### config.mk
export PLATFORM = sky130hd
export DESIGN_NAME = tdbp_out_fifo
export DESIGN_NICKNAME = d
export VERILOG_FILES = /design/src/sv/tdbp_pkg.sv /design/src/sv/tdbp_out_fifo.sv
export SDC_FILE = /design/constraint.sdc
export NUM_CORES = 1
export LEC_CHECK = 0
export ABC_AREA = 1
export BUFFER_PORTS_ARGS = -buffer_cell sky130_fd_sc_hd__clkbuf_2
export CORE_UTILIZATION = 55
export DETAILED_ROUTE_END_ITERATION = 10
export PLACE_DENSITY = 0.86
export SKIP_CTS_REPAIR_TIMING = 1
export SLEW_MARGIN = 0
export SYNTH_ARGS = -nofsm -noshare
export SYNTH_HDL_FRONTEND = slang
export SYNTH_SLANG_ARGS = --single-unit
### constraint.sdc
create_clock -name clk_i -period 8.5 [get_ports clk_i]
set_clock_uncertainty 0.1 [all_clocks]
set_input_delay 0.85 -clock clk_i [delete_from_list [all_inputs] [get_ports clk_i]]
set_output_delay 0.85 -clock clk_i [all_outputs]
set_load 0.03 [all_outputs]
### src/sv/tdbp_pkg.sv
// Shared constants and types of the table driven block permuter.
// Depends on nothing; imported by tdbp_out_fifo, the top level and the checker.
package tdbp_pkg;

  localparam int FRAME       = 1008;
  localparam int SAMPLE_BITS = 32;
  localparam int LANES       = 4;
  localparam int ROWS        = FRAME / LANES;
  localparam int ROW_W       = 8;
  localparam int ENTRY_W     = 10;
  localparam int FIELD_W     = 32;
  localparam int STORE_W     = (SAMPLE_BITS < FIELD_W) ? SAMPLE_BITS : FIELD_W;
  localparam int SADDR_W     = ROW_W + 1;

  // Stream payload layout.
  localparam int IDX_LSB     = LANES * FIELD_W;
  localparam int ENTRY_LSB   = IDX_LSB + ENTRY_W;
  localparam int S_TDATA_W   = ((ENTRY_LSB + ENTRY_W + 7) / 8) * 8;
  localparam int M_TDATA_W   = LANES * FIELD_W;

  // Result queue.
  localparam int FIFO_DEPTH  = 4;
  localparam int FIFO_PTR_W  = 2;
  localparam int FIFO_CNT_W  = 3;

  // Item kinds carried in tuser.
  localparam logic FUNC_DATA  = 1'b0;
  localparam logic FUNC_TABLE = 1'b1;

  typedef logic [M_TDATA_W-1:0]  result_t;
  typedef logic [FIFO_CNT_W-1:0] fifo_cnt_t;

endpackage

### src/sv/tdbp_out_fifo.sv
// Small result queue that decouples the permuter pipeline from the output stream.
// Depends on tdbp_pkg for its depth and payload type.
module tdbp_out_fifo (
  input  logic              clk_i,
  input  logic              rst_ni,
  input  logic              push_i,
  input  tdbp_pkg::result_t push_data_i,
  output tdbp_pkg::fifo_cnt_t count_o,
  output logic              pop_valid_o,
  input  logic              pop_ready_i,
  output tdbp_pkg::result_t pop_data_o
);
  import tdbp_pkg::*;

  result_t                 mem_q [FIFO_DEPTH];
  logic [FIFO_PTR_W-1:0]   wr_q, wr_d;
  logic [FIFO_PTR_W-1:0]   rd_q, rd_d;
  fifo_cnt_t               cnt_q, cnt_d;
  logic                    pop;

  assign pop = pop_valid_o && pop_ready_i;

  always_comb begin
    wr_d  = push_i ? wr_q + 1'b1 : wr_q;
    rd_d  = pop ? rd_q + 1'b1 : rd_q;
    cnt_d = cnt_q;
    if (push_i && !pop) begin
      cnt_d = cnt_q + 1'b1;
    end else if (pop && !push_i) begin
      cnt_d = cnt_q - 1'b1;
    end
  end

  always_ff @(posedge clk_i or negedge rst_ni) begin
    if (!rst_ni) begin
      wr_q  <= '0;
      rd_q  <= '0;
      cnt_q <= '0;
    end else begin
      wr_q  <= wr_d;
      rd_q  <= rd_d;
      cnt_q <= cnt_d;
    end
  end

  always_ff @(posedge clk_i) begin
    if (push_i) begin
      mem_q[wr_q] <= push_data_i;
    end
  end

  assign pop_valid_o = (cnt_q != '0);
  assign pop_data_o  = mem_q[rd_q];
  assign count_o     = cnt_q;

endmodule

==> run_summary.xml, run 1 <==
<?xml version="1.0" encoding="UTF-8"?>
<metrics>
  <group name="clock_tree">
    <metric name="cts_made_buffers" unit="">51</metric>
    <metric name="cts_buffer_depth" unit="">3</metric>
    <metric name="clock_root_cell" unit="">sky130_fd_sc_hd__clkbuf_16</metric>
    <metric name="clock_sink_count" unit="">519</metric>
    <metric name="h_tree_depth_reported_by_cts" unit="">2</metric>
    <metric name="clk_pin_slew_worst_paths" unit="ns">0.06</metric>
    <metric name="tritoncts_clock_tree" unit="">built</metric>
    <metric name="clock_latency_reported_for_the_late_side_of_the_worst_skew_pair" unit="ns">0.57</metric>
  </group>
  <group name="layout">
    <metric name="register_area" unit="µm²">15550</metric>
    <metric name="post_layout_nonfiller_instances" unit="">2331</metric>
    <metric name="layout-drive-gt1-share" unit="">0.1911</metric>
    <metric name="final_util" unit="">0.6438</metric>
    <metric name="filler_cells" unit="">2603</metric>
    <metric name="multiInputGateArea" unit="µm²">3568</metric>
    <metric name="design.final.nets" unit="">1924</metric>
    <metric name="area_delta_synth_final" unit="%">14.23</metric>
  </group>
  <group name="floorplan">
    <metric name="core-area" unit="µm²">36960</metric>
    <metric name="dieWidth" unit="µm">196.6</metric>
    <metric name="die-height" unit="µm">196.6</metric>
    <metric name="floorplan.die_area" unit="µm²">38660</metric>
    <metric name="initial_core_util" unit="">0.5636</metric>
    <metric name="core.rowCount" unit="">70</metric>
    <metric name="design.portCount" unit="">264</metric>
  </group>
  <group name="power_and_ir_drop">
    <metric name="design_power_total" unit="µW">8999</metric>
    <metric name="power.leakage" unit="µW">0.009640</metric>
    <metric name="power.density_cell_area" unit="nW/µm²">378.2</metric>
    <metric name="ir_drop" unit="mV">0.3518</metric>
  </group>
  <group name="outcome">
    <metric name="status" unit="">finished clean</metric>
  </group>
  <group name="timing">
    <metric name="period_minus_slack" unit="ns">4.440</metric>
    <metric name="rsz0062_at_grt" unit="">no</metric>
    <metric name="tightestPinTransition" unit="ns">1.114</metric>
    <metric name="fin_worst_hold_slack" unit="ns">0.01560</metric>
    <metric name="max_freq" unit="MHz">225.2</metric>
    <metric name="hold_vio_cnt_final" unit="">0</metric>
    <metric name="final_min_period_over_clock_period" unit="">0.5224</metric>
    <metric name="timing.final.max_slew_violations" unit="">0</metric>
    <metric name="relSlewSlack" unit="">0.2571</metric>
    <metric name="timing.setup.tns" unit="ns">0</metric>
    <metric name="setup_viol" unit="">0</metric>
  </group>
  <group name="critical_path">
    <metric name="crit_required" unit="ns">7.55</metric>
    <metric name="critPathLaunchType" unit="">register</metric>
    <metric name="critPathMaxStageDelay" unit="ns">0.77</metric>
    <metric name="critPathTopFamily" unit="">buffers and inverters</metric>
    <metric name="setup.worst_path.class" unit="">reg -&gt; out</metric>
    <metric name="cell_with_the_largest_stage_delay_on_the_worst_path" unit="">sky130_fd_sc_hd__dfrtp_4</metric>
    <metric name="critical_path.reg2reg.startpoint" unit="">wr_q[0]</metric>
    <metric name="critPathArrivalTime" unit="ns">3.49</metric>
    <metric name="ff2ff_setup_slack" unit="ns">5.74</metric>
    <metric name="worstSetupEndpointType" unit="">output pin</metric>
    <metric name="critPathLaunch" unit="">rd_q[1]</metric>
    <metric name="timing.critical_path.buf_inv" unit="">3</metric>
    <metric name="crit_chain" unit="">inv_4 -&gt; buf_4 -&gt; o211ai_1 -&gt; nand2_1 -&gt; clkbuf_2</metric>
    <metric name="critical_path.max_fanout" unit="">73</metric>
  </group>
  <group name="synthesis">
    <metric name="netlist_area_before_placement" unit="µm²">20830</metric>
    <metric name="synth.avg_cell_area" unit="µm²">13.47</metric>
    <metric name="synth.net_count" unit="">1685</metric>
    <metric name="yosysWarnings" unit="">0</metric>
    <metric name="yosys_register_bits" unit="">519</metric>
    <metric name="synth.distinct_cells" unit="">17</metric>
    <metric name="netlist_instances" unit="">1547</metric>
    <metric name="yosysSeqAreaShare" unit="">0.7465</metric>
  </group>
  <group name="global_route">
    <metric name="grt_most_used_layer" unit="">met2</metric>
    <metric name="grt_antenna_before_repair" unit="">2</metric>
    <metric name="grt_util_met2" unit="">0.3630</metric>
    <metric name="met3_usage" unit="">0.04860</metric>
    <metric name="grt_use_met1" unit="">0.2774</metric>
    <metric name="via_count_of_the_first_global_routing_pass" unit="">12370</metric>
    <metric name="grtUsageTotal" unit="">0.2176</metric>
    <metric name="grt_overflow" unit="">0</metric>
    <metric name="pin_count_of_the_biggest_net_entering_global_routing" unit="">241</metric>
    <metric name="grt_pass1_wl" unit="µm">64140</metric>
  </group>
  <group name="placed_design">
    <metric name="place_hpwl" unit="µm">24750</metric>
    <metric name="i_o_buffers" unit="">263</metric>
    <metric name="gpl.final_weighted_congestion" unit="">0.7893</metric>
    <metric name="post-place-cells" unit="">2237</metric>
  </group>
  <group name="job">
    <metric name="drv.max_cap_violation_count" unit="">0</metric>
  </group>
  <group name="drt">
    <metric name="drt_first_iter_violations" unit="">897</metric>
    <metric name="vias" unit="">12380</metric>
    <metric name="avgRoutedWirePerCell" unit="µm">17.91</metric>
    <metric name="antenna_left" unit="">0</metric>
    <metric name="detail_route.vias_per_cell" unit="">5.311</metric>
    <metric name="dr.pass1.iters" unit="">5</metric>
    <metric name="remaining_drc_errors" unit="">0</metric>
    <metric name="routed_wl" unit="µm">41750</metric>
  </group>
  <group name="worst_hold_path">
    <metric name="timing.hold.worst.class" unit="">in -&gt; async</metric>
  </group>
</metrics>
==> metrics by stage <==
| step | worst slack (ns) | instance area [µm²] |
|---|---|---|
| after CTS | 4.062 | 23790 |
| after detailed placement | 4.712 | 22180 |
| final | 4.060 | 23800 |
| after floorplan | 4.302 | 20830 |
| after global placement | 4.767 | 22180 |
| after global routing | 3.894 | 23790 |
==> synth_stat cells (all sizes together) <==
library cell    n  area share
nand3           3     0.00072
fa              1     0.00096
nor2            1     0.00018
xnor2           1     0.00042
inv           269       0.048
o211ai        256       0.092
xor2            1     0.00042
dfrtp           7      0.0084
ha              5      0.0030
nand4           1     0.00030
clkbuf          3     0.00054
edfxtp        512        0.74
buf            82       0.033
nand2         404       0.073
o21ai           1     0.00024
==> report_power, final <==
group          total (µW)  leakage [µW]  internal (µW)  switching [µW]
Sequential           3520       0.00479           3350             171
Combinational        3330       0.00407            817            2520
Clock                2140      0.000789           1240             901
Total                9000       0.00964           5410            3590
==> cells by family after synthesis <==
group                      after synthesis  synth area share
and+or+nand+nor                        409           0.07400
DFF                                    519            0.7465
AOI/OAI and AO/OA                      257           0.09250
adders and majority gates                6          0.003964
xor gates and xnor gates                 2         0.0008410
buffers and inverters                  354           0.08223
==> path summary, 6_finish.rpt <==
path | end | cells after the start
worst max-delay path | pop_data_o[98] | 5
worst min-delay path | count_o[2] | 1
worst max register to register | mem_q[0][12] | 5
worst min register to register | count_o[2] | 2
max in group asynchronous | rd_q[1] | 1
min in group clk_i | mem_q[3][84] | 1
==> cells in the final DEF (no fill, tap or decap), drive strengths merged, types with 2 or more instances in the layout <==
| cell type | count |
|---|---|
| clkinv | 23 |
| nand2 | 404 |
| nand3 | 3 |
| dfrtp | 7 |
| ha | 5 |
| edfxtp | 512 |
| inv | 269 |
| o211ai | 256 |
| clkbuf | 329 |
| buf | 8 |
| clkinvlp | 2 |
| bufinv | 2 |
==> per-layer routing <==
metal / vias to the layer above / wire length (µm)
met5: - / 12
met4: 2 / 1231
met3: 92 / 3679
met2: 498 / 20340
met1: 5890 / 16480
li1: 5897 / -
==> state kept, by name, summed over array words and instances (netlist names) <==
name and count:
mem_q 512, rd_q 2, wr_q 2, count_o 3
==> area by class of cell <==
| cell class | count | area share |
|---|---|---|
| antenna | 1 | 0.0001052 |
| clock buffer | 66 | 0.05994 |
| clock inverter | 27 | 0.007782 |
| inverter | 269 | 0.04370 |
| multi-input combinational | 674 | 0.1500 |
| sequential | 519 | 0.6536 |
| tap | 504 | 0.02650 |
| timing repair buffer | 271 | 0.05837 |
==> worst register-to-register path, stage by stage (launching register included) <==
cell                      delay, ns
sky130_fd_sc_hd__dfrtp_1       0.42
sky130_fd_sc_hd__inv_1         0.10
sky130_fd_sc_hd__ha_1          0.15
sky130_fd_sc_hd__nand2_1       0.11
sky130_fd_sc_hd__inv_6         0.49
sky130_fd_sc_hd__buf_4         0.91
(Power assumes the default switching activity.)
==> run 2: changes to the inputs <==
clock period = 4.4 ns   (was 8.5 ns; I/O delays follow)
==> run_summary.xml, run 2 (synthesis results as in run 1) <==
<?xml version="1.0" encoding="UTF-8"?>
<metrics>
  <group name="outcome">
    <metric name="status" unit="">finished clean</metric>
  </group>
  <group name="power_and_ir_drop">
    <metric name="power_report.internal_total" unit="µW">10600</metric>
    <metric name="ir_drop" unit="mV">0.7418</metric>
    <metric name="design_power_total" unit="µW">17740</metric>
    <metric name="power.density_cell_area" unit="nW/µm²">706.0</metric>
    <metric name="p_sw_frac" unit="">0.4022</metric>
    <metric name="clockPowerShare" unit="">0.234</metric>
    <metric name="proportion_of_power_drawn_by_combinational_gates" unit="">0.381</metric>
    <metric name="seqPwrFrac" unit="">0.385</metric>
    <metric name="power.leakage" unit="µW">0.01018</metric>
    <metric name="p_sw" unit="µW">7133</metric>
  </group>
  <group name="global_route">
    <metric name="grt_pass1_wl" unit="µm">64280</metric>
    <metric name="pin_count_of_the_biggest_net_entering_global_routing" unit="">129</metric>
    <metric name="grt_antenna_before_repair" unit="">2</metric>
    <metric name="grt_overflow" unit="">0</metric>
    <metric name="via_count_of_the_first_global_routing_pass" unit="">12250</metric>
    <metric name="grtUsageTotal" unit="">0.2177</metric>
  </group>
  <group name="timing">
    <metric name="timing.final.max_slew_violations" unit="">0</metric>
    <metric name="hold_vio_cnt_final" unit="">0</metric>
    <metric name="relSlewSlack" unit="">0.3916</metric>
    <metric name="final_min_period_over_clock_period" unit="">0.7604</metric>
    <metric name="tightestPinTransition" unit="ns">0.9126</metric>
    <metric name="period_minus_slack" unit="ns">3.346</metric>
    <metric name="max_freq" unit="MHz">298.9</metric>
    <metric name="setup_viol" unit="">0</metric>
    <metric name="timing.setup.tns" unit="ns">0</metric>
    <metric name="rsz0062_at_grt" unit="">no</metric>
  </group>
  <group name="critical_path">
    <metric name="critPathArrivalTime" unit="ns">2.81</metric>
    <metric name="cell_with_the_largest_stage_delay_on_the_worst_path" unit="">sky130_fd_sc_hd__inv_8</metric>
    <metric name="critPathTopFamily" unit="">buffers and inverters</metric>
    <metric name="path_depth" unit="">6</metric>
    <metric name="crit_path_frequent_cell" unit="">sky130_fd_sc_hd__nand2_1</metric>
    <metric name="worstReg2RegEnd" unit="">mem_q[0][127]</metric>
    <metric name="critPathLaunchType" unit="">register</metric>
    <metric name="crit_chain" unit="">inv_8 -&gt; buf_12 -&gt; nand2_1 -&gt; o211ai_1 -&gt; nand2_1 -&gt; clkbuf_2</metric>
    <metric name="ff2ff_setup_slack" unit="ns">2.11</metric>
    <metric name="setup.worst_path.class" unit="">reg -&gt; out</metric>
    <metric name="crit_required" unit="ns">3.86</metric>
    <metric name="critical_path.reg2reg.startpoint" unit="">wr_q[0]</metric>
    <metric name="critical_path.max_fanout" unit="">128</metric>
    <metric name="timing.critical_path.buf_inv" unit="">3</metric>
    <metric name="ff2ff_path_depth" unit="">5</metric>
    <metric name="critPathMaxStageDelay" unit="ns">0.51</metric>
    <metric name="worstSetupEndpointType" unit="">output pin</metric>
  </group>
  <group name="layout">
    <metric name="layout.cells.most_common_list" unit="">sky130_fd_sc_hd__edfxtp_1, sky130_fd_sc_hd__nand2_1, sky130_fd_sc_hd__inv_1, sky130_fd_sc_hd__clkbuf_2, sky130_fd_sc_hd__o211ai_1</metric>
    <metric name="largest-register" unit="">mem_q</metric>
    <metric name="register_area" unit="µm²">15550</metric>
    <metric name="finish.instance_area" unit="µm²">25120</metric>
    <metric name="filler_cells" unit="">2345</metric>
    <metric name="area_delta_synth_final" unit="%">20.59</metric>
    <metric name="layout-drive-gt1-share" unit="">0.1797</metric>
    <metric name="largest_register_ff_count" unit="">512</metric>
    <metric name="multiInputGateArea" unit="µm²">3568</metric>
    <metric name="design.final.nets" unit="">2052</metric>
    <metric name="leading_cell_type_in_the_layout_fill_and_taps_excluded" unit="">sky130_fd_sc_hd__edfxtp_1</metric>
  </group>
  <group name="drt">
    <metric name="remaining_drc_errors" unit="">0</metric>
    <metric name="vias" unit="">13240</metric>
    <metric name="dr.pass1.iters" unit="">6</metric>
    <metric name="detail_route.vias_per_cell" unit="">5.396</metric>
    <metric name="antenna_left" unit="">0</metric>
    <metric name="avgRoutedWirePerCell" unit="µm">19.00</metric>
    <metric name="drt_first_iter_violations" unit="">938</metric>
    <metric name="routed_wl" unit="µm">46620</metric>
  </group>
  <group name="floorplan">
    <metric name="initial_core_util" unit="">0.5636</metric>
    <metric name="floorplan.die_area" unit="µm²">38660</metric>
    <metric name="core.rowCount" unit="">70</metric>
    <metric name="dieWidth" unit="µm">196.6</metric>
    <metric name="design.portCount" unit="">264</metric>
    <metric name="core-area" unit="µm²">36960</metric>
    <metric name="die-height" unit="µm">196.6</metric>
  </group>
  <group name="clock_tree">
    <metric name="clock_sink_count" unit="">519</metric>
    <metric name="clock_latency_reported_for_the_late_side_of_the_worst_skew_pair" unit="ns">0.57</metric>
    <metric name="cts_buffer_depth" unit="">3</metric>
    <metric name="clock_root_cell" unit="">sky130_fd_sc_hd__clkbuf_16</metric>
    <metric name="h_tree_depth_reported_by_cts" unit="">2</metric>
    <metric name="tritoncts_clock_tree" unit="">built</metric>
    <metric name="cts_made_buffers" unit="">49</metric>
    <metric name="clk_pin_slew_worst_paths" unit="ns">0.06</metric>
  </group>
  <group name="worst_hold_path">
    <metric name="min_from" unit="">pop_ready_i</metric>
    <metric name="timing.hold.worst.class" unit="">in -&gt; reg</metric>
    <metric name="timing.hold.worst_path_depth" unit="">3</metric>
    <metric name="worst_hold_path.endpoint" unit="">rd_q[0]</metric>
  </group>
  <group name="placed_design">
    <metric name="dpl-instance-area" unit="µm²">22310</metric>
    <metric name="place_hpwl" unit="µm">24760</metric>
    <metric name="gpl.final_weighted_congestion" unit="">0.8032</metric>
    <metric name="i_o_buffers" unit="">263</metric>
  </group>
  <group name="job">
    <metric name="drv.max_cap_violation_count" unit="">0</metric>
  </group>
</metrics>
## run 2: area by class of cell
class / instances / area share
Antenna cell: 2 / 0.0001992
Timing Repair Buffer: 401 / 0.1101
Sequential cell: 519 / 0.6192
Clock inverter: 20 / 0.009115
Clock buffer: 65 / 0.05290
Inverter: 269 / 0.04139
Tap cell: 504 / 0.02510
Multi-Input combinational cell: 674 / 0.1421
## run 2: power groups by stage
stage	Combinational, µW	Sequential (µW)	Clock (µW)
3_5_place_dp	6560	6900	0
3_3_place_gp	6380	6860	0
5_1_grt	7260	6890	4390
2_1_floorplan	5030	6860	0
6_report	6760	6820	4150
4_1_cts	6600	6810	4180
## run 2: worst reg2reg max path, cell delays in order (launching register included)
cell and delay (ns):
sky130_fd_sc_hd__dfrtp_1 0.42, sky130_fd_sc_hd__inv_1 0.10, sky130_fd_sc_hd__ha_1 0.15, sky130_fd_sc_hd__nand2_1 0.10, sky130_fd_sc_hd__inv_6 0.66, sky130_fd_sc_hd__buf_12 0.37
## run 2: routing by layer
metal | track usage | part of all wire | vias to the layer above
met4 | 0.06460 | 0.026 | 2
met2 | 0.3805 | 0.52 | 630
met3 | 0.05595 | 0.085 | 100
met1 | 0.2669 | 0.37 | 6364
met5 | 0 | 0.00026 | -
li1 | - | - | 6145
## run 2: through the flow
| stage | setup WS (ns) | hold slack, ns | std cells | util |
|---|---|---|---|---|
| final | 1.054 | 0.03071 | 2454 | 0.6797 |
| after global routing | 0.9355 | 0.0006174 | 2452 | 0.6795 |
| after CTS | 1.095 | -0.4245 | 2327 | 0.6457 |
| after detailed placement | 1.758 | 0.1875 | 2242 | 0.6035 |
| after global placement | 1.839 | 0.1869 | 2242 | 0.6035 |
| after floorplan | 0.6118 | 0.04441 | 1547 | - |
## run 2: how the worst max path moves through the flow
stage	endpoint	slack [ns]	from
global route	pop_data_o[58]	0.94	rd_q[0]
CTS	pop_data_o[105]	1.09	rd_q[1]
global placement	pop_data_o[6]	1.84	rd_q[0]
floorplan	mem_q[1][0]	0.61	push_i
finish	pop_data_o[66]	1.05	rd_q[0]
detailed placement	pop_data_o[30]	1.76	rd_q[1]
